`config.mk`:
```
export PLATFORM = sky130hd
export DESIGN_NAME = lis_or_tree
export DESIGN_NICKNAME = d
export VERILOG_FILES = /design/src/hdl/lis_pkg.sv /design/src/hdl/lis_or_tree.sv
export SDC_FILE = /design/constraint.sdc
export NUM_CORES = 1
export LEC_CHECK = 0
export BUFFER_PORTS_ARGS = -buffer_cell sky130_fd_sc_hd__buf_2
export CAP_MARGIN = 20
export CELL_PAD_IN_SITES_DETAIL_PLACEMENT = 0
export CELL_PAD_IN_SITES_GLOBAL_PLACEMENT = 1
export CORE_AREA = 2 2 405 407
export CTS_CLUSTER_DIAMETER = 40
export CTS_CLUSTER_SIZE = 20
export DETAILED_ROUTE_END_ITERATION = 8
export DIE_AREA = 0 0 407 409
export PLACE_DENSITY = 0.33
export SETUP_SLACK_MARGIN = 0.4
export SYNTH_ARGS = -nofsm -noshare
export SYNTH_HDL_FRONTEND = slang
export SYNTH_SLANG_ARGS = --single-unit
```
`constraint.sdc`:
```
create_clock -name clk_i -period 1.5 [get_ports clk_i]
set_input_delay 0.3 -clock clk_i [delete_from_list [all_inputs] [get_ports clk_i]]
set_output_delay 0.3 -clock clk_i [all_outputs]
set_load 0.05 [all_outputs]
```
`src/hdl/lis_pkg.sv`:
```
// shared constants, types and helper functions for the lis tail-store block
package lis_pkg;

  // tail store capacity, one cell per entry
  localparam int DEPTH = 1024;

  // payload widths fixed by the channel fields
  localparam int VAL_W = 32;
  localparam int LEN_W = 11;

  // internal length counter holds 0..DEPTH
  localparam int CNT_W = $clog2(DEPTH + 1);

  // fan-in of each node in the append-detect tree
  localparam int TREE_FAN = 32;

  // number of nodes at a given level of the reduction tree (level 0 = leaves)
  function automatic int tree_width(input int lvl);
    int w;
    w = DEPTH;
    for (int i = 0; i < lvl; i++) begin
      w = (w + TREE_FAN - 1) / TREE_FAN;
    end
    return w;
  endfunction

  // registered levels needed to reduce DEPTH leaves to one bit
  function automatic int tree_levels();
    int w;
    int n;
    w = DEPTH;
    n = 0;
    for (int i = 0; i < 32; i++) begin
      if (w > 1) begin
        w = (w + TREE_FAN - 1) / TREE_FAN;
        n++;
      end
    end
    return n;
  endfunction

  localparam int TREE_LVLS = tree_levels();

  // broadcast from the input side to every cell
  typedef struct packed {
    logic                    accept;
    logic                    last;
    logic signed [VAL_W-1:0] key;
  } cell_bcast_t;

  // item info that travels alongside the tree
  typedef struct packed {
    logic vld;
    logic last;
    logic drop;
  } side_t;

endpackage

```
`src/hdl/lis_or_tree.sv`:
```
// registered or-reduction of the per-cell append flags
module lis_or_tree import lis_pkg::*; (
  input  logic             clk_i,
  input  logic             en_i,
  input  logic [DEPTH-1:0] leaf_i,
  output logic             any_o
);

  logic [DEPTH-1:0] node_d [TREE_LVLS];
  logic [DEPTH-1:0] node_q [TREE_LVLS];

  // each level ors groups of TREE_FAN bits from the level below
  for (genvar l = 0; l < TREE_LVLS; l++) begin : g_lvl
    localparam int WIn  = tree_width(l);
    localparam int WOut = tree_width(l + 1);
    for (genvar j = 0; j < WOut; j++) begin : g_node
      localparam int Lo = j * TREE_FAN;
      localparam int Hi = ((j + 1) * TREE_FAN < WIn) ? ((j + 1) * TREE_FAN - 1) : (WIn - 1);
      if (l == 0) begin : g_leaf
        assign node_d[l][j] = |leaf_i[Hi:Lo];
      end else begin : g_inner
        assign node_d[l][j] = |node_q[l-1][Hi:Lo];
      end
    end
    if (WOut < DEPTH) begin : g_pad
      assign node_d[l][DEPTH-1:WOut] = '0;
    end
  end

  // level registers advance with the rest of the pipeline
  always_ff @(posedge clk_i) begin
    if (en_i) begin
      for (int l = 0; l < TREE_LVLS; l++) begin
        node_q[l] <= node_d[l];
      end
    end
  end

  assign any_o = node_q[TREE_LVLS-1][0];

endmodule

```
## Word-level counts from Yosys, hierarchy flattened

Memories as Yosys holds them, arrays and structs flattened.
Index checks and enable logic that the tools add are counted.

- Mux-type cells: 2
- Reduce and logical (&&, ||, !) cells: 33

Operators with widths:

| operator | number |
|---|---|
| $reduce_or A32 Y1 | 33 |
| $mux W1 | 2 |

- Flip-flop bits (word level): 0
- RAM bits: 64
- Input port bits: 1,026
- Output and inout port bits: 1
- Logic and storage cells: 36
- Memories: 1

Memories:

| memory | depth | bits a word | read ports | clocked after Yosys merged registers in | wr ports | RTL line | RTL |
|---|---|---|---|---|---|---|---|
| node_q | 2 | 32 | 2 | 0 | 2 | lis_or_tree.sv:10 | `logic [DEPTH-1:0] node_q [TREE_LVLS];` |

## Depth between registers and ports, before layout

Gate-level depths: netlist of run 1.

- Depth in word-level cells: 2
- Depth in mapped cells: 3
- Gate-level depth less buffers: 3

## Worst setup path after synthesis of run 1

OpenSTA, ideal clock, no wires.

- Kind: reg2reg
- From: mem node_q[0][24] (netlist bit)
- To: mem node_q[0][32] (netlist bit) (data pin)
- Data arrival time: 910 ps
- Data required time: 1,241 ps
- Setup slack: 330 ps
- Cell stages (with the launch flop): 4
- Period minus slack after synthesis: 1,170 ps
- Cells stage by stage: edfxtp_1 > nor4_1 > nand4_1 > or2_1

RTL lines:

| element | RTL line |
|---|---|
| from (decl) | lis_or_tree.sv:10 |

==> results of run 1 <==
-- cells in the final DEF (no fill, tap or decap) --
cell,netlist,routed
nand4_1,66,66
bufinv_16,0,2
inv_6,0,1
buf_8,0,2
nor4_1,231,4
diode_2,0,6
edfxtp_1,33,33
nor4_4,0,73
buf_4,0,24
nor4_2,33,187
buf_12,0,4
or2_4,0,10
buf_6,0,41
clkbuf_16,0,5
buf_2,0,982
or2_1,33,23
-- logic make-up (layout without fill, tap and decap cells) --
logic type,count (synthesis),in the layout,share of synthesized area
and+or+nand+nor,363,363,0.7143
DFF,33,33,0.2857
buffers and inverters,0,1061,0
other,0,6,0
-- metrics by stage --
| stage | setup TNS [ns] | area [um^2] | util | total power, W |
|---|---|---|---|---|
| 5_1_grt | -0.4130 | 14140 | 0.08727 | 0.005488 |
| 3_3_place_gp | -3.141 | 13240 | 0.08172 | 0.003300 |
| 3_5_place_dp | -2.448 | 13250 | 0.08175 | 0.003288 |
| 4_1_cts | -0.3831 | 13820 | 0.08530 | 0.005289 |
| 2_1_floorplan | 0 | 5150 | - | 0.001329 |
| 6_report | -0.2495 | 14150 | 0.08733 | 0.005102 |
-- worst max-delay path, delay by kind of cell, from the launching register on --
family	cells	cell delay, ns
buffers and inverters	1	0.18
DFF	1	0.48
and+or+nand+nor	3	0.84
-- area by class of cell --
type                            count  area [um^2]
Antenna cell                        6        15.01
Clock buffer                        5        125.1
Clock inverter                      3        68.82
Fill cell                       18970       147900
Multi-Input combinational cell    363         4562
Sequential cell                    33        991.0
Tap cell                         2175         2721
Timing Repair Buffer             1053         5667
-- metal layers --
layer  wire length, um  part of all wire  up-vias
met5                13           0.00022        -
met4              2100             0.035        2
met3              4186             0.070       66
met2             32580              0.55      513
met1             20760              0.35     3723
li1                  -                 -     4009
-- final timing paths --
path | from | to | slack (ns) | depth (start not counted)
min | leaf_i[296] | node_q[0][9] | 0.33 | 4
max reg2reg | node_q[0][9] | node_q[0][32] | -0.25 | 4
min reg2reg | node_q[0][27] | node_q[0][32] | 0.64 | 3
max | node_q[0][9] | node_q[0][32] | -0.25 | 4
-- repair_timing --
action                     CTS  global route
cloned                       0             0
pin swaps                   34            40
setup endpoints to repair   23            20
gates resized for setup     63            46
-- where the power goes --
part,switching [W],internal (W)
sequential,0.0000333,0.00106
combinational,0.00109,0.00126
clock,0.000700,0.000967
==> metrics.md, run 1 <==
| Metric | Value |
|---|---|
| Maximum buffer depth of the clock tree | `2` |
| Slew headroom | `0.7253` |
| Top reg by flops | `node_q` |
| Syn-to-layout area delta | `308.0%` |
| CTS tree | `built` |
| Pre-CTS WS | `-0.5517 ns` |
| Synth top area cells | `nor4_1 42%, edfxtp_1 29%, nand4_1 12%` |
| Global Route met2 Usage | `0.1305` |
| Placed cell count | `3,624` |
| Post-Syn Area | `3468 um^2` |
| Largest net degree at the start of global routing | `34` |
| Vias in the first global route | `9,481` |
| Die X | `407 um` |
| Wire per inst | `16.39 um` |
| Final setup violation count | `1` |
| FP Rows | `148` |
| Initial DRC count | `279` |
| Share of the synthesized area in the top cell type | `0.4167` |
| # hold bufs at CTS | `0` |
| CP Data Arrival Time | `1.84 ns` |
| IO Pins | `1,027` |
| Fin nets | `2,482` |
| Number of synthesized register bits | `33` |
| Fraction of layout cells with a size suffix above 1 | `0.9135` |
| Die ar. | `166,500 um^2` |
| Netlist cell types | `5` |
| Number of synthesized flops with an enable pin | `33` |
| Power per Cell Area | `360.5 nW/um^2` |
| CP max FO | `1` |
| Worst endpoint required time | `1.59 ns` |
| Tmin final | `1.749 ns` |
| Unrepaired setup endpoints after global routing | `true` |
| Mean Syn Cell Area | `8.758 um^2` |
| Number of flip-flops in the largest register | `33` |
| Final hold viol count | `0` |
| CP startpoint kind | `flip-flop` |
| First-pass GRT wire length | `75,240 um` |
| Final wirelength | `59,630 um` |
| Crit-path max cell delay | `0.48 ns` |
| Synthesized Nets | `1,422` |
| Met1 Use GR | `0.07129` |
| Skew final | `0.007695 ns` |
| HP Class | `primary input to flip-flop` |
| Crit end category | `flip-flop` |
| Grt peak-use layer | `met2` |
| Outcome | `finished, violations left` |
| Root Buffer | `clkbuf_16` |
| Post-Syn Instances | `396` |
| Clock slew at reported path FFs | `0.09 ns` |
| Synth cell count leaders | `231 x nor4_1, 66 x nand4_1, 33 x edfxtp_1, 33 x nor4_2, 33 x or2_1` |
| CP Cell Sequence | `nor4_2 -> buf_4 -> nand4_1 -> or2_1` |
| Most numerous cell in the Yosys netlist | `nor4_1` |
| Max Slew Vio Count | `0` |
| Max-cap violations | `0` |
| Number of port buffers | `1,026` |
| Via count | `8,313` |
| Fin cells | `3,638` |
| Core box area | `162,000 um^2` |
| Synth Warn # | `0` |
| Critical setup path kind | `flip-flop to flip-flop` |
| Failing checks | `negative setup slack` |
| CTS sink cnt | `33` |
| Clk_lat worst skew | `0.33 ns` |
| VDD IR-drop max | `0.4141 mV` |
| H-Tree Depth | `2` |
| Routing usage on met3 | `0.01373` |
| First drt pass iteration count | `5` |
| Max stage delay cell, worst path | `edfxtp_1` |
| CTS Buf Count | `5` |
| Synth Flop Type | `edfxtp_1` |
| Die Y | `409 um` |
| Remaining antenna violation count | `0` |
| Final hold slack | `0.3328 ns` |
| Largest registers | `node_q (33)` |
| Register area share after synthesis | `0.2857` |
| HPWL Detailed | `55,510 um` |
| Initial antenna violation count | `17` |
| Via/cell ratio | `2.285` |
| Final WS setup | `-0.2495 ns` |
| Post-route DRC | `0` |
| Post-CTS setup buffer count | `0` |
| GRT Overall Usage | `0.06754` |
| GRT overflow | `0` |
| Crit share post-route | `1.166` |
| Area leader, netlist | `nor4_1` |
| Fmax | `571.6 MHz` |
| Synth async-reset ratio | `0` |
| Initial cell density of the core | `0.02141` |
| Leak | `5.111 nW` |
| Slew of the pin with the lowest slew margin | `0.4089 ns` |
| GPL Wtd Cong | `0.8829` |
Note: power is estimated with default switching activity, not from simulation.
==> run 2: changes to the inputs <==
clock period = 2.05 ns   (was 1.5 ns; I/O delays follow)
==> metrics.md, run 2 (same netlist as run 1, synthesis figures left out) <==
| Metric | Value |
|---|---|
| Outcome | `finished clean` |
| Max stage delay cell, worst path | `edfxtp_1` |
| WP buf/inv | `1 (unchanged)` |
| Syn-to-layout area delta | `238.6%` |
| Final hold viol count | `0 (unchanged)` |
| Top delay family on crit path | `simple AND/OR/NAND/NOR gates` |
| Max-cap violations | `0 (unchanged)` |
| Initial cell density of the core | `0.02141 (unchanged)` |
| # hold bufs at CTS | `0 (unchanged)` |
| FP Rows | `148 (unchanged)` |
| H-Tree Depth | `2 (unchanged)` |
| Initial DRC count | `346 (+24%)` |
| Die X | `407 um (unchanged)` |
| CP Data Arrival Time | `1.86 ns (+0.02 ns)` |
| Fmax | `566.5 MHz (-0.90%)` |
| Fin nets | `2,483 (+0.040%)` |
| GPL Wtd Cong | `0.8611 (-2.5%)` |
| Vias in the first global route | `8,778 (-7.4%)` |
| Skew final | `0.009219 ns (+0.001524 ns)` |
| CTS tree | `built` |
| Via/cell ratio | `2.270 (-0.66%)` |
| Worst endpoint required time | `2.15 ns (+0.56 ns)` |
| Unrepaired setup endpoints after global routing | `true` |
| Number of flip-flops in the largest register | `33 (unchanged)` |
| Crit end category | `flip-flop` |
| First drt pass iteration count | `4 (-1)` |
| Core box area | `162,000 um^2 (unchanged)` |
| VDD IR-drop max | `0.3087 mV (-25%)` |
| TNS Setup | `0 ns (+0.2495 ns)` |
| Commonest non-fill, non-tap cell in the layout | `buf_2` |
| Leak | `4.757 nW (-6.9%)` |
| Remaining antenna violation count | `0 (unchanged)` |
| Clock slew at reported path FFs | `0.08 ns (about the same)` |
| Die Y | `409 um (unchanged)` |
| HPWL Detailed | `50,390 um (-9.2%)` |
| Pwr Total | `0.003230 W (-37%)` |
| CP Cell Sequence | `nor4_2 -> buf_4 -> nand4_1 -> or2_1` |
| Post-route DRC | `0 (unchanged)` |
| IO Pins | `1,027 (unchanged)` |
| Max Slew Vio Count | `0 (unchanged)` |
| Fraction of layout cells with a size suffix above 1 | `0.7531 (-0.1604)` |
| Final WS setup | `0.2847 ns (+0.5342 ns)` |
| Final wirelength | `54,880 um (-8.0%)` |
| Wire per inst | `15.10 um (-7.9%)` |
| Number of port buffers | `1,026 (unchanged)` |
| CP max FO | `1 (unchanged)` |
| Worst setup startpoint | `node_q[0][3]` |
| CP startpoint kind | `flip-flop` |
| Crit share post-route | `0.8611 (-0.3052)` |
| First-pass GRT wire length | `68,230 um (-9.3%)` |
| Initial antenna violation count | `15 (-2)` |
| Power per Cell Area | `275.0 nW/um^2 (-24%)` |
| Tmin final | `1.765 ns (+0.01582 ns)` |
| CTS sink cnt | `33 (unchanged)` |
| CTS Buf Count | `5 (unchanged)` |
| Slew of the pin with the lowest slew margin | `0.8623 ns (+0.4534 ns)` |
| Commonest cells after routing, fill and taps aside | `1,025 x buf_2, 226 x nor4_1, 66 x nand4_1, 37 x nor4_2` |
| Maximum buffer depth of the clock tree | `2 (unchanged)` |
| HP Class | `primary input to flip-flop` |
| Top reg by flops | `node_q` |
| Hold path start | `leaf_i[436]` |
| Final setup violation count | `0 (-1)` |
| Via count | `8,251 (-0.75%)` |
| Clk_lat worst skew | `0.35 ns (+0.02 ns)` |
| Die ar. | `166,500 um^2 (unchanged)` |
| GRT overflow | `0 (unchanged)` |
| Root Buffer | `clkbuf_16` |
| Reg-to-Reg Start | `node_q[0][3]` |
| GRT Overall Usage | `0.06108 (-0.006456)` |
| Critical setup path kind | `flip-flop to flip-flop` |
| Crit-path max cell delay | `0.55 ns (+0.07 ns)` |
| Filler Cell Count | `19,230 (+1.4%)` |
| Largest net degree at the start of global routing | `18 (-47%)` |
| Post-CTS setup buffer count | `0 (unchanged)` |
| Largest registers | `node_q (33)` |
| Pre-CTS WS | `-0.2246 ns (+0.3271 ns)` |
| Slew headroom | `0.4198 (-0.3055)` |
[run 2: cell types whose count changed in the layout (fill, tap and decap cells not counted), moves of 2 or more]
| cell | change |
|---|---|
| nor4_1 | +222 |
| nor4_4 | -72 |
| buf_8 | -2 |
| or2_1 | +10 |
| diode_2 | -4 |
| or2_4 | -10 |
| buf_4 | +5 |
| buf_6 | -41 |
| buf_2 | +43 |
| buf_12 | -4 |
| nor4_2 | -150 |
[run 2: routing by layer]
layer | wire [um] | up-vias | global-route usage
li1 | - | 4006 | -
met1 | 19590 | 3659 | 0.06426
met2 | 29850 | 511 | 0.1188
met3 | 3457 | 73 | 0.01076
met4 | 1954 | 2 | 0.02241
met5 | 20 | - | 0
[run 2: timing repair]
item,CTS,global route
setup endpoints to repair,1,2
gates cloned,0,0
resized for setup,4,1
pin swaps,3,1
[run 2: final cells by class]
type / count / area (um^2) / share of cell area
clock buffer: 6 / 128.9 / 0.01097
clock inverter: 2 / 33.78 / 0.002876
tap: 2175 / 2721 / 0.2317
antenna: 2 / 5.005 / 0.0004261
timing repair buffer: 1054 / 5348 / 0.4553
multi-input combinational: 363 / 2517 / 0.2143
sequential: 33 / 991.0 / 0.08437
[run 2: power by group]
group / internal, W / switching [W]
logic: 0.000771 / 0.000540
clock network: 0.000578 / 0.000533
registers: 0.000774 / 0.0000342
total: 0.00212 / 0.00111
[run 2: tightest hold or removal path, stage by stage]
cell and delay, ns:
buf_2 0.08, nor4_2 0.04, nand4_1 0.05, or2_1 0.09
[run 2: worst paths after layout]
path	to	slack [ns]	cells after the start
worst max-delay path	node_q[0][32]	0.28	4
worst min-delay path	node_q[0][13]	0.42	4
worst max register to register	node_q[0][32]	0.28	4
worst min register to register	node_q[0][32]	0.79	4
[run 2: per-stage QoR]
| stage | cell area, um^2 | util | hold WS, ns | cells |
|---|---|---|---|---|
| 2_1_floorplan | 3468 | - | 0.5225 | 396 |
| 3_3_place_gp | 11540 | 0.07124 | 0.7612 | 3625 |
| 3_5_place_dp | 11540 | 0.07124 | 0.7731 | 3625 |
| 4_1_cts | 11730 | 0.07242 | 0.3705 | 3633 |
| 5_1_grt | 11740 | 0.07247 | 0.4114 | 3634 |
| 6_report | 11750 | 0.07249 | 0.4234 | 3635 |
