**src/hdl/lis_pkg.sv**
```systemverilog
// shared constants, types and helper functions for the lis tail-store block
package lis_pkg;

  // tail store capacity, one cell per entry
  localparam int DEPTH = 1024;

  // payload widths fixed by the channel fields
  localparam int VAL_W = 32;
  localparam int LEN_W = 11;

  // internal length counter holds 0..DEPTH
  localparam int CNT_W = $clog2(DEPTH + 1);

  // fan-in of each node in the append-detect tree
  localparam int TREE_FAN = 32;

  // number of nodes at a given level of the reduction tree (level 0 = leaves)
  function automatic int tree_width(input int lvl);
    int w;
    w = DEPTH;
    for (int i = 0; i < lvl; i++) begin
      w = (w + TREE_FAN - 1) / TREE_FAN;
    end
    return w;
  endfunction

  // registered levels needed to reduce DEPTH leaves to one bit
  function automatic int tree_levels();
    int w;
    int n;
    w = DEPTH;
    n = 0;
    for (int i = 0; i < 32; i++) begin
      if (w > 1) begin
        w = (w + TREE_FAN - 1) / TREE_FAN;
        n++;
      end
    end
    return n;
  endfunction

  localparam int TREE_LVLS = tree_levels();

  // broadcast from the input side to every cell
  typedef struct packed {
    logic                    accept;
    logic                    last;
    logic signed [VAL_W-1:0] key;
  } cell_bcast_t;

  // item info that travels alongside the tree
  typedef struct packed {
    logic vld;
    logic last;
    logic drop;
  } side_t;

endpackage

```
**src/hdl/lis_cell.sv**
```systemverilog
// one tail cell: holds a tail, compares it to the broadcast key, hands its flag on
module lis_cell import lis_pkg::*; (
  input  logic        clk_i,
  input  logic        rst_ni,
  input  cell_bcast_t bc_i,
  input  logic        prev_ge_i,
  output logic        ge_o,
  output logic        new_o
);

  logic                    valid_q, valid_d;
  logic signed [VAL_W-1:0] tail_q;
  logic                    wr;

  // an empty cell counts as not below the key, so flags rise once along the row
  assign ge_o  = !valid_q || (tail_q >= bc_i.key);
  // first cell whose flag is set takes the key
  assign wr    = bc_i.accept && ge_o && !prev_ge_i;
  assign new_o = wr && !valid_q;

  // valid bit: set on append, cleared when the sequence closes
  always_comb begin
    valid_d = valid_q;
    if (bc_i.accept && bc_i.last) begin
      valid_d = 1'b0;
    end else if (wr) begin
      valid_d = 1'b1;
    end
  end

  always_ff @(posedge clk_i or negedge rst_ni) begin
    if (!rst_ni) begin
      valid_q <= 1'b0;
    end else begin
      valid_q <= valid_d;
    end
  end

  // tail payload
  always_ff @(posedge clk_i) begin
    if (wr) begin
      tail_q <= bc_i.key;
    end
  end

endmodule

```
**config.mk**
```make
export PLATFORM = sky130hd
export DESIGN_NAME = lis_cell
export DESIGN_NICKNAME = d
export VERILOG_FILES = /design/src/hdl/lis_pkg.sv /design/src/hdl/lis_cell.sv
export SDC_FILE = /design/constraint.sdc
export NUM_CORES = 1
export LEC_CHECK = 0
export ABC_CLOCK_PERIOD_IN_PS = 5400
export BUFFER_PORTS_ARGS = -buffer_cell sky130_fd_sc_hd__buf_2
export CAP_MARGIN = 20
export CORE_ASPECT_RATIO = 0.9
export CORE_MARGIN = 2
export CORE_UTILIZATION = 54
export CTS_BUF_LIST = sky130_fd_sc_hd__clkbuf_16
export CTS_CLUSTER_DIAMETER = 120
export DETAILED_ROUTE_END_ITERATION = 8
export MAX_ROUTING_LAYER = met4
export PLACE_DENSITY = 0.88
export SKIP_LAST_GASP = 1
export SLEW_MARGIN = 20
export SYNTH_ARGS = -nofsm -noshare
export SYNTH_HDL_FRONTEND = slang
export SYNTH_SLANG_ARGS = --single-unit
```
**constraint.sdc**
```tcl
create_clock -name clk_i -period 5.4 [get_ports clk_i]
set_clock_uncertainty 0.15 [all_clocks]
set_input_delay 0.54 -clock clk_i [delete_from_list [all_inputs] [get_ports clk_i]]
set_output_delay 0.54 -clock clk_i [all_outputs]
set_load 0.02 [all_outputs]
```
# Word-level counts from Yosys, hierarchy flattened
# Cells that the tools add are included.
op_classes:
  magnitude_cmp: 1
  muxes: 2
  n_reduce_logical: 8
op_table:
  columns: ["operator", "n"]
  rows:
  - ["32-bit greater-or-equal comparator", 1]
  - ["1-bit logical AND", 4]
  - ["1-bit zero test", 2]
  - ["1-bit two-way mux", 2]
  - ["2-bit nonzero test", 1]
  - ["1-bit logical OR", 1]
word_totals:
  register_bits: 33
  inputBits: 37
  out_inout_bits: 2

# Longest topological paths before layout
# Gate-level depths: netlist of run 1.
logic_depth:
  ltp_word: 6
  ltp_mapped: 8
  mapped_depth_nobuf: 8

# Worst setup path after synthesis of run 1
# No wires, ideal clock.
synth_timing:
  path_type: "input-to-reg"
  start: "input bc_i[31] in the netlist's numbering"
  end: "register tail_q[0], enable pin"
  setup_ps: 441
  t_arrival_ps: 3421
  required_ps: 4809
  setup_slack_ps: 1388
  stages: 6
  n_path_buf: 0
  cell_sequence: "inv_1 ha_1 nand4_1 nor4_1 a21boi_1 a31oi_1"
synth_via:
  elab_chain_cells: 4
synth_lines:
  columns: ["element", "line", "source"]
  rows:
  - ["start, declared", "lis_cell.sv:5", "input cell_bcast_t bc_i,"]
  - ["32-bit greater-or-equal comparator", "lis_cell.sv:16", "assign ge_o = !valid_q || (tail_q >= bc_i.key);"]
  - ["1-bit logical OR", "lis_cell.sv:16", null]
  - ["1-bit logical AND (2 in a row)", "lis_cell.sv:18", "assign wr = bc_i.accept && ge_o && !prev_ge_i;"]
  - ["via wr", "lis_cell.sv:13", "logic wr;"]
  - ["end signal, assigned", "lis_cell.sv:42", "tail_q <= bc_i.key;"]
  - ["end, declared", "lis_cell.sv:12", "logic signed [VAL_W-1:0] tail_q;"]
# The timed path passes the listed nets, and every way through them passes these cells.
# A chain may end at the register's enable or synchronous reset.

# Worst setup path after layout of run 1
layout_timing:
  start: "input bc_i[14] in the netlist's numbering"
  end: "output ge_o"
layout_via:
  elab_chain_cells: 2
layout_lines:
  columns: ["element", "line", "source"]
  rows:
  - ["32-bit greater-or-equal comparator", "lis_cell.sv:16", null]
  - ["1-bit logical OR", "lis_cell.sv:16", null]
  - ["end, declared", "lis_cell.sv:7", "output logic ge_o,"]
# Every way passes these cells.

==> metrics.txt, run 1 <==
gr busiest metal met2; Die H 59.5 um; later-pin clock latency in the skew report 280 ps; syn nets 223; Crit-path slowest cell or3_1; Cell Area, Synth 1850 sq um; Post-Route Setup TNS 0 ps; Core Box Area 3330 sq um; Clock Tree Buf Depth 2; routed vias 1,285; Most common cell on crit path buf_2; Post-DRT Antenna Nets 0; critical path startpoint category input pin; CTS H-Tree Depth 2; I/O Pins 39; critical path class input pin to output pin; gp weighted congestion 0.794; Overflow after GRT 0; Area Overhead vs Synth 22.0%; Unique masters post-synth 27; first-pass GRT wire length 5670 um; layout cells sized above 1 22.9%; Peak Freq 292 MHz; Final setup viols 0; Final #Nets 269; Reg clk slew, reported paths 50 ps; syn_area_per_cell 12.0 sq um; Die X-Extent 65.7 um; Synth top area share 52.0%; EDFF count, synth 32; met1 Use GR 26.9%; Top delay family on crit path compound AO/OA/AOI/OAI gates; VDD IR max 249 uV; register area share after synthesis 53.3%; Mapped Cells 154; Total GRT Usage 21.2%; GR Layer Usage met2 29.0%; pwr dens 289 nW/um^2; overall die area 3910 sq um; Yosys reg bits 33; # rows 20; Synth warnings 0; Crit. End Element output pin; met3 Use GR 6.08%; Tcrit/Tclk final 63.4%; pin count of the biggest net entering global routing 33; critical path's largest stage delay 400 ps; Buffers on Ports 38; TritonCTS clock tree yes; Resized cells post-CTS 0; number of DRC markers in iteration 0 53; Diodes inserted 0; asr flop ratio synth 3.03%; dominant cell type by area after synthesis edfxtp_1; clock root buffer clkbuf_16; vias in the first global route 1,320; CP Data Required Time 4710 ps; Synth top cells by count edfxtp_1 (32), ha_1 (32), inv_1 (32); Tmin final 3420 ps; vias per inst 5.24; Worst EP arrival 2730 ps; CP bufs+invs 3; Avg WL per Cell 13.5 um; HP Class input pin to flip-flop; DP Wirelength 2520 um; initial antenna violation count 0; cells along the critical path buf_2 -> inv_1 -> ha_1 -> a21oi_2 -> nand2_1 -> a221o_1 -> or3_1 -> a21boi_2 -> mux2_1 -> buf_2; Hold Fails Final Rpt 0; Residual DRC 0; fill cell count 248; Sink Count 33; Synth area leaders edfxtp_1 (52%), ha_1 (22%), inv_1 (6.5%), a21oi_1 (3.2%), nand4_1 (2.7%); largest fanout on the critical path 3; RSZ-0062 raised after global routing no; Pleak 0.00106 uW; top_reg_cell synth edfxtp_1; slew margin rel. 30.8%; Slew @ Worst Pin 1040 ps; Detailed Routing Iterations Pass 1 4; total wire length 3300 um; CTS buffer count 5; maxcap violations 0; outcome complete, no violations; Final Max Tran Viols 0; initial core utilization 55.6%; post-layout util 67.8%
-- through the flow --
| step | total power [uW] | setup WS, ps | instance area [sq um] | hold slack [ps] | std cells |
|---|---|---|---|---|---|
| 3_3_place_gp | 390 | 1910 | 2110 | 165 | 236 |
| 4_1_cts | 660 | 1980 | 2260 | 272 | 245 |
| 6_report | 653 | 1980 | 2260 | 286 | 245 |
| 5_1_grt | 685 | 1840 | 2260 | 288 | 245 |
| 3_5_place_dp | 394 | 1830 | 2110 | 167 | 236 |
| 2_1_floorplan | 360 | 1390 | 1850 | 94.4 | 154 |
-- sequential cells by signal, summed over array words and instances, names as in the netlist --
signal / cells
tail_q: 32
valid_q: 1
-- cells in the final DEF, fill, tap and decap left out, types with 2 or more instances in the layout --
master,count
buf_2,38
inv_1,34
ha_1,32
edfxtp_1,32
a21oi_1,12
nand4_1,8
nand2_1,5
nand3_1,5
clkbuf_16,5
o21ai_0,3
nor2b_1,3
a21o_1,3
nor4_1,2
nor2_1,2
-- final timing paths --
path / startpoint / end / slack, ps / cells after the start
max in group asynchronous: rst_ni / valid_q / 4610 / 2
worst min register to register: valid_q / valid_q / 440 / 2
worst max-delay path: bc_i[14] / ge_o / 1980 / 10
worst max register to register: tail_q[31] / tail_q[18] / 2140 / 7
worst min-delay path: bc_i[33] / valid_q / 290 / 2
min in group asynchronous: rst_ni / valid_q / 410 / 2
-- timing repair --
| item | 4_1_cts | 5_1_grt |
|---|---|---|
| hold buffers | 1 | 0 |
| endpoints found under the hold margin | 1 | 0 |
| endpoints found under the setup margin | 0 | 0 |
| setup buffers | 0 | 0 |
-- per-layer routing --
| layer | part of all wire (%) | wire [um] |
|---|---|---|
| met1 | 46 | 1520 |
| met3 | 5.5 | 181 |
| met4 | 3.7 | 122 |
| met2 | 45 | 1470 |
| met5 | 0 | 0 |
-- final cells by class --
type	instances	area (sq um)	area share, %
sequential	33	986	43.7
multi-input combinational	89	758	33.6
inverter	32	120	5.32
tap	44	55.1	2.44
clock buffer	5	125	5.55
clock inverter	3	11.3	0.499
timing repair buffer	39	200	8.87
-- where the power goes --
part	internal (uW)	switching, uW	total, uW
Clock	165	97.4	263
Sequential	299	4.26	303
Combinational	38.2	49.2	87.4
Total	502	151	653
-- cell families after synthesis --
family          after synthesis  share of synthesized area (%)
buf+inv                      32                           6.50
simple gates                 29                           8.53
mux                           1                          0.609
flops                        33                           53.3
compound gates               27                           9.41
fa+ha+maj                    32                           21.7
(Power assumes the default switching activity.)
==> run 2: changes to the inputs <==
- ABC_CLOCK_PERIOD_IN_PS: 5400 -> 2900
- CORE_UTILIZATION: 54 -> 49
- PLACE_DENSITY: 0.88 -> 0.85
- clock period: 5.4 -> 2.9 ns (I/O delays scaled with it)
==> metrics.txt, run 2 (synthesis results as in run 1) <==
later-pin clock latency in the skew report 280 ps (about the same); pwr dens 510 nW/um^2 (+76%); Die X-Extent 68.8 um (+4.7%); Detailed Routing Iterations Pass 1 4 (unchanged); Worst Reg2Reg Path Length in Cells 9 (+2); most common cell after layout, fill and taps aside buf_2; initial core utilization 50.3% (-5.3 points); Diodes inserted 0 (unchanged); Comb pwr share 16.7% (+3.3 points); Peak Freq 344 MHz; HP Class input pin to flip-flop; Reg clk slew, reported paths 50 ps (about the same); vias in the first global route 1,431 (+8.4%); Hold Fails Final Rpt 0 (unchanged); final cell count without fillers 256 (+4.5%); Slew @ Worst Pin 397 ps (-641 ps); Avg WL per Cell 16.3 um (+21%); Crit. End Element output pin; I/O Pins 39 (unchanged); P_sw 304 uW (+100%); capturing point of the worst reg2reg path tail_q[5]; Clk pwr share 38.7% (-1.5 points); critical path startpoint category flip-flop; Buffers on Ports 38 (unchanged); clock root buffer clkbuf_16; first-pass GRT wire length 5960 um (+5.1%); Largest register FFs 32 (unchanged); Sink Count 33 (unchanged); Crit-path slowest cell edfxtp_1; Final setup viols 1 (+1); R2R setup slack 140 ps (-2000 ps); commonest cells after routing, fill and taps aside buf_2 (37), inv_1 (34), edfxtp_1 (32), ha_1 (23), a21oi_1 (10); Tcrit/Tclk final 100%; violated checks setup timing; VDD IR max 404 uV (+63%); Cells after DPL 245 (+3.8%); cells along the critical path ha_4 -> a21oi_2 -> nand2_1 -> a221o_1 -> or3_4 -> a21boi_2 -> mux2_4 -> buf_6; Largest Register tail_q; critical path's largest stage delay 430 ps (+30 ps); Pleak 0.00112 uW (+5.8%); RSZ-0062 raised after global routing yes; Total GRT Usage 19.9% (-1.4 points); CTS buffer count 5 (unchanged); critical path class flip-flop to output pin; Die H 62.3 um (+4.6%); TritonCTS clock tree yes; Overflow after GRT 0 (unchanged); outcome finished, violations left; Post-DRT Antenna Nets 0 (unchanged); sw frac 23.9% (+0.81 points); Area Overhead vs Synth 34.7%; number of DRC markers in iteration 0 117 (+120%); R2R Path Start tail_q[9]; Clock Tree Buf Depth 2 (unchanged); pin count of the biggest net entering global routing 22 (-33%); Tmin final 2910 ps; HP Start bc_i[32]; largest fanout on the critical path 3 (unchanged); overall die area 4280 sq um (+9.5%); maxcap violations 0 (unchanged); DP Wirelength 2620 um (+4.0%); Final #Nets 278 (+3.3%); Post-Route Setup TNS -8.69 ps (-8.69 ps); routed vias 1,389 (+8.1%); fill cell count 270 (+8.9%); Worst EP arrival 2470 ps (-260 ps); WHS Path Cells 2 (unchanged); # rows 21 (+5.0%); Residual DRC 0 (unchanged); vias per inst 5.43 (+3.4%); CTS H-Tree Depth 2 (unchanged); gp weighted congestion 0.794 (about the same); Core Box Area 3680 sq um (+11%); slew margin rel. 73.5% (+43 points); Hold EP valid_q; initial antenna violation count 0 (unchanged); total wire length 4180 um (+27%); Final Max Tran Viols 0 (unchanged); setup slack after layout -8.69 ps (-1990 ps); internal power 967 uW (+93%); CP Data Required Time 2460 ps (-2250 ps); layout cells sized above 1 33.8% (+11 points); post-layout util 67.7% (about the same); register share of total power 44.6% (-1.8 points); top flop regs tail_q (32), valid_q (1)
[run 2: area by class of cell]
class	count	area (sq um)	share of cell area, %
clock buffer	5	125	5.02
clock inverter	3	11.3	0.452
inverter	32	120	4.82
multi-input combinational	89	905	36.3
sequential	33	986	39.6
tap	46	57.6	2.31
timing repair buffer	48	287	11.5
[run 2: repair_timing]
| item | CTS | global route |
|---|---|---|
| hold buffers | 1 | 0 |
| endpoints found under the hold margin | 1 | 0 |
| endpoints found under the setup margin | 1 | 1 |
| gates resized for setup | 4 | 16 |
| setup buffers | 1 | 1 |
| pin swaps | 3 | 12 |
[run 2: critical path: cells and delay by family (launching register included)]
kind	cells	cell delay [ps]
and+or+nand+nor	2	400
DFF	1	430
adders and majority gates	1	250
AOI/OAI and AO/OA	3	660
muxes	1	320
buffers and inverters	1	130
[run 2: how the worst max path moves through the flow]
stage | slack [ps] | end | from | cells past startpoint
6_report | -9 | ge_o | tail_q[14] | 8
5_1_grt | -80 | ge_o | tail_q[14] | 8
4_1_cts | 4 | ge_o | tail_q[14] | 8
3_5_place_dp | 90 | ge_o | bc_i[14] | 10
3_3_place_gp | 110 | ge_o | bc_i[14] | 10
2_1_floorplan | 10 | tail_q[0] | tail_q[31] | 7
[run 2: power groups by stage]
stage	logic, uW	clock network [uW]	registers (uW)
floorplan	102	0	570
global placement	164	0	571
detailed placement	172	0	572
CTS	185	498	564
global route	235	520	568
finish	212	492	567
[run 2: per-stage QoR]
| stage | total power [uW] | hold WS (ps) | instance area [sq um] | setup WS (ps) |
|---|---|---|---|---|
| detailed placement | 744 | -83.5 | 2180 | 88.5 |
| global placement | 734 | -84.1 | 2180 | 108 |
| finish | 1270 | 26.3 | 2490 | -8.69 |
| CTS | 1250 | 24.6 | 2360 | 4.44 |
| global route | 1320 | 26.5 | 2490 | -77.5 |
| floorplan | 673 | -156 | 1860 | 10.6 |
[run 2: layer usage]
metal	track usage, %	vias to the layer above	share of wire [%]
met2	31.9	46	54
met4	9.56	0	3.0
met5	-	-	0
met1	21.5	657	38
li1	-	672	-
met3	7.07	14	5.1
==> run 3: changes to the inputs <==
- CORE_ASPECT_RATIO: 0.9 -> 1.75
==> metrics.txt, run 3 (synthesis results as in run 1) <==
Tmin final 2900 ps (-5.62 ps); post-route cell area 2440 sq um (-2.1%); Pleak 0.00113 uW (+0.41%); Slew @ Worst Pin 384 ps (-12.9 ps); initial antenna violation count 0 (unchanged); later-pin clock latency in the skew report 280 ps (about the same); top flop regs tail_q (32), valid_q (1); outcome finished, violations left; most common cell after layout, fill and taps aside buf_2; number of DRC markers in iteration 0 20 (-83%); Core Box Area 3630 sq um (-1.4%); Avg WL per Cell 13.6 um (-17%); Final Max Tran Viols 0 (unchanged); top sig layer met4; VDD IR max 714 uV (+77%); I/O Pins 39 (unchanged); Crit-path slowest cell or3_4; Area Overhead vs Synth 31.9%; total wire length 3470 um (-17%); Hold Fails Final Rpt 0 (unchanged); Buffers on Ports 38 (unchanged); CP Data Required Time 2460 ps (about the same); Reg clk slew, reported paths 50 ps (about the same); routed vias 1,337 (-3.7%); Total GRT Usage 18.1% (-1.8 points); Largest Register tail_q; TritonCTS clock tree yes; layout cells sized above 1 31.0% (-2.9 points); # rows 29 (+38%); Clock Tree Buf Depth 2 (unchanged); DP Wirelength 2740 um (+4.6%); Largest register FFs 32 (unchanged); violated checks setup timing; slew margin rel. 73.7% (+0.25 points); commonest cells after routing, fill and taps aside buf_2 (37), inv_1 (34), edfxtp_1 (32), ha_1 (27), a21oi_1 (10); length of routed met2 wiring 1930 um (-15%); vias in the first global route 1,388 (-3.0%); Peak Freq 344 MHz (+0.19%); initial core utilization 51.0% (+0.69 points); RSZ-0062 raised after global routing yes; critical path startpoint category flip-flop; Detailed Routing Iterations Pass 1 4 (unchanged); Tcrit/Tclk final 100% (-0.19 points); DR WL met3 137 um (-35%); CTS H-Tree Depth 2 (unchanged); maxcap violations 0 (unchanged); Diodes inserted 0 (unchanged); critical path's largest stage delay 380 ps (-50 ps); clock root buffer clkbuf_16; wl on met1 1320 um (-16%); Sink Count 33 (unchanged); Residual DRC 0 (unchanged); cells along the critical path ha_1 -> nand4_1 -> nor2_1 -> a221o_1 -> or3_4 -> a21boi_4 -> mux2_4 -> buf_6; Overflow after GRT 0 (unchanged); Crit. End Element output pin; overall die area 4300 sq um (+0.44%); setup slack after layout -3.07 ps (+5.62 ps); Post-Place Cell Area 2170 sq um (-0.34%); Final #Nets 278 (unchanged); Post-DRT Antenna Nets 0 (unchanged); critical path class flip-flop to output pin; Final setup viols 1 (unchanged); pin count of the biggest net entering global routing 21 (-4.5%); Worst EP arrival 2460 ps (about the same); pwr dens 509 nW/um^2 (-0.32%); post-layout util 67.2% (-0.48 points); gp weighted congestion 0.756 (-4.7%); vias per inst 5.22 (-3.7%); Die X-Extent 50.4 um (-27%); CTS buffer count 5 (unchanged); largest fanout on the critical path 3 (unchanged); first-pass GRT wire length 5610 um (-5.9%); HP Class input pin to flip-flop; Die H 85.3 um (+37%)
==> run 3: cell counts in the layout (fill, tap and decap cells not counted) <==
No cell type changed its count.
==> run 3: worst paths after layout <==
check / to / cells past startpoint / from / slack, ps
max in group asynchronous: valid_q / 2 / rst_ni / 2340
worst min-delay path: valid_q / 2 / bc_i[32] / 40
worst max-delay path: ge_o / 8 / tail_q[10] / -3
min in group asynchronous: valid_q / 2 / rst_ni / 180
worst min register to register: valid_q / 2 / valid_q / 440
worst max register to register: tail_q[13] / 10 / tail_q[14] / 140
==> run 3: routing by layer <==
metal  global-route usage (%)  vias up
met5                        -        -
li1                         -      673
met3                     4.23       11
met1                     17.1      616
met4                     7.37        0
met2                     33.9       37
==> run 3: repair_timing <==
item | 4_1_cts | 5_1_grt
hold buffers | 1 | 0
setup endpoints to repair | 1 | 13
resized for setup | 6 | 9
pin swaps | 4 | 10
hold endpoints to repair | 1 | 0
buffers inserted | 2 | 1
==> run 3: final cells by class <==
cell class	count	area (sq um)
Tap cell	46	57.6
Fill cell	291	1190
Clock inverter	3	11.3
Timing Repair Buffer	48	290
Inverter	32	120
Multi-Input combinational cell	89	850
Sequential cell	33	986
Clock buffer	5	125
==> run 3: metrics by stage <==
step           setup WS, ps  TNS [ps]  total power (uW)  hold WS, ps  std cells
3_5_place_dp           53.3         0               745        -82.0        244
4_1_cts                7.82         0              1240         29.2        255
5_1_grt               -74.3      -289              1300         36.7        256
2_1_floorplan          10.6         0               673         -156        154
6_report              -3.07     -3.07              1240         36.8        256
3_3_place_gp            103         0               737        -85.5        244
==> run 3: report_power, final <==
part,switching (uW),internal (uW),leakage (uW)
combinational,98.2,99.3,0.000746
clock,171,307,0.0000738
sequential,9.87,555,0.000310
total,279,962,0.00113
==> run 3: worst max-delay path, delay by kind of cell, from the launching register on <==
kind | cells | cell delay, ps
AOI/OAI and AO/OA | 2 | 490
adders and majority gates | 1 | 300
buffers and inverters | 1 | 130
DFF | 1 | 370
muxes | 1 | 320
and+or+nand+nor | 3 | 580
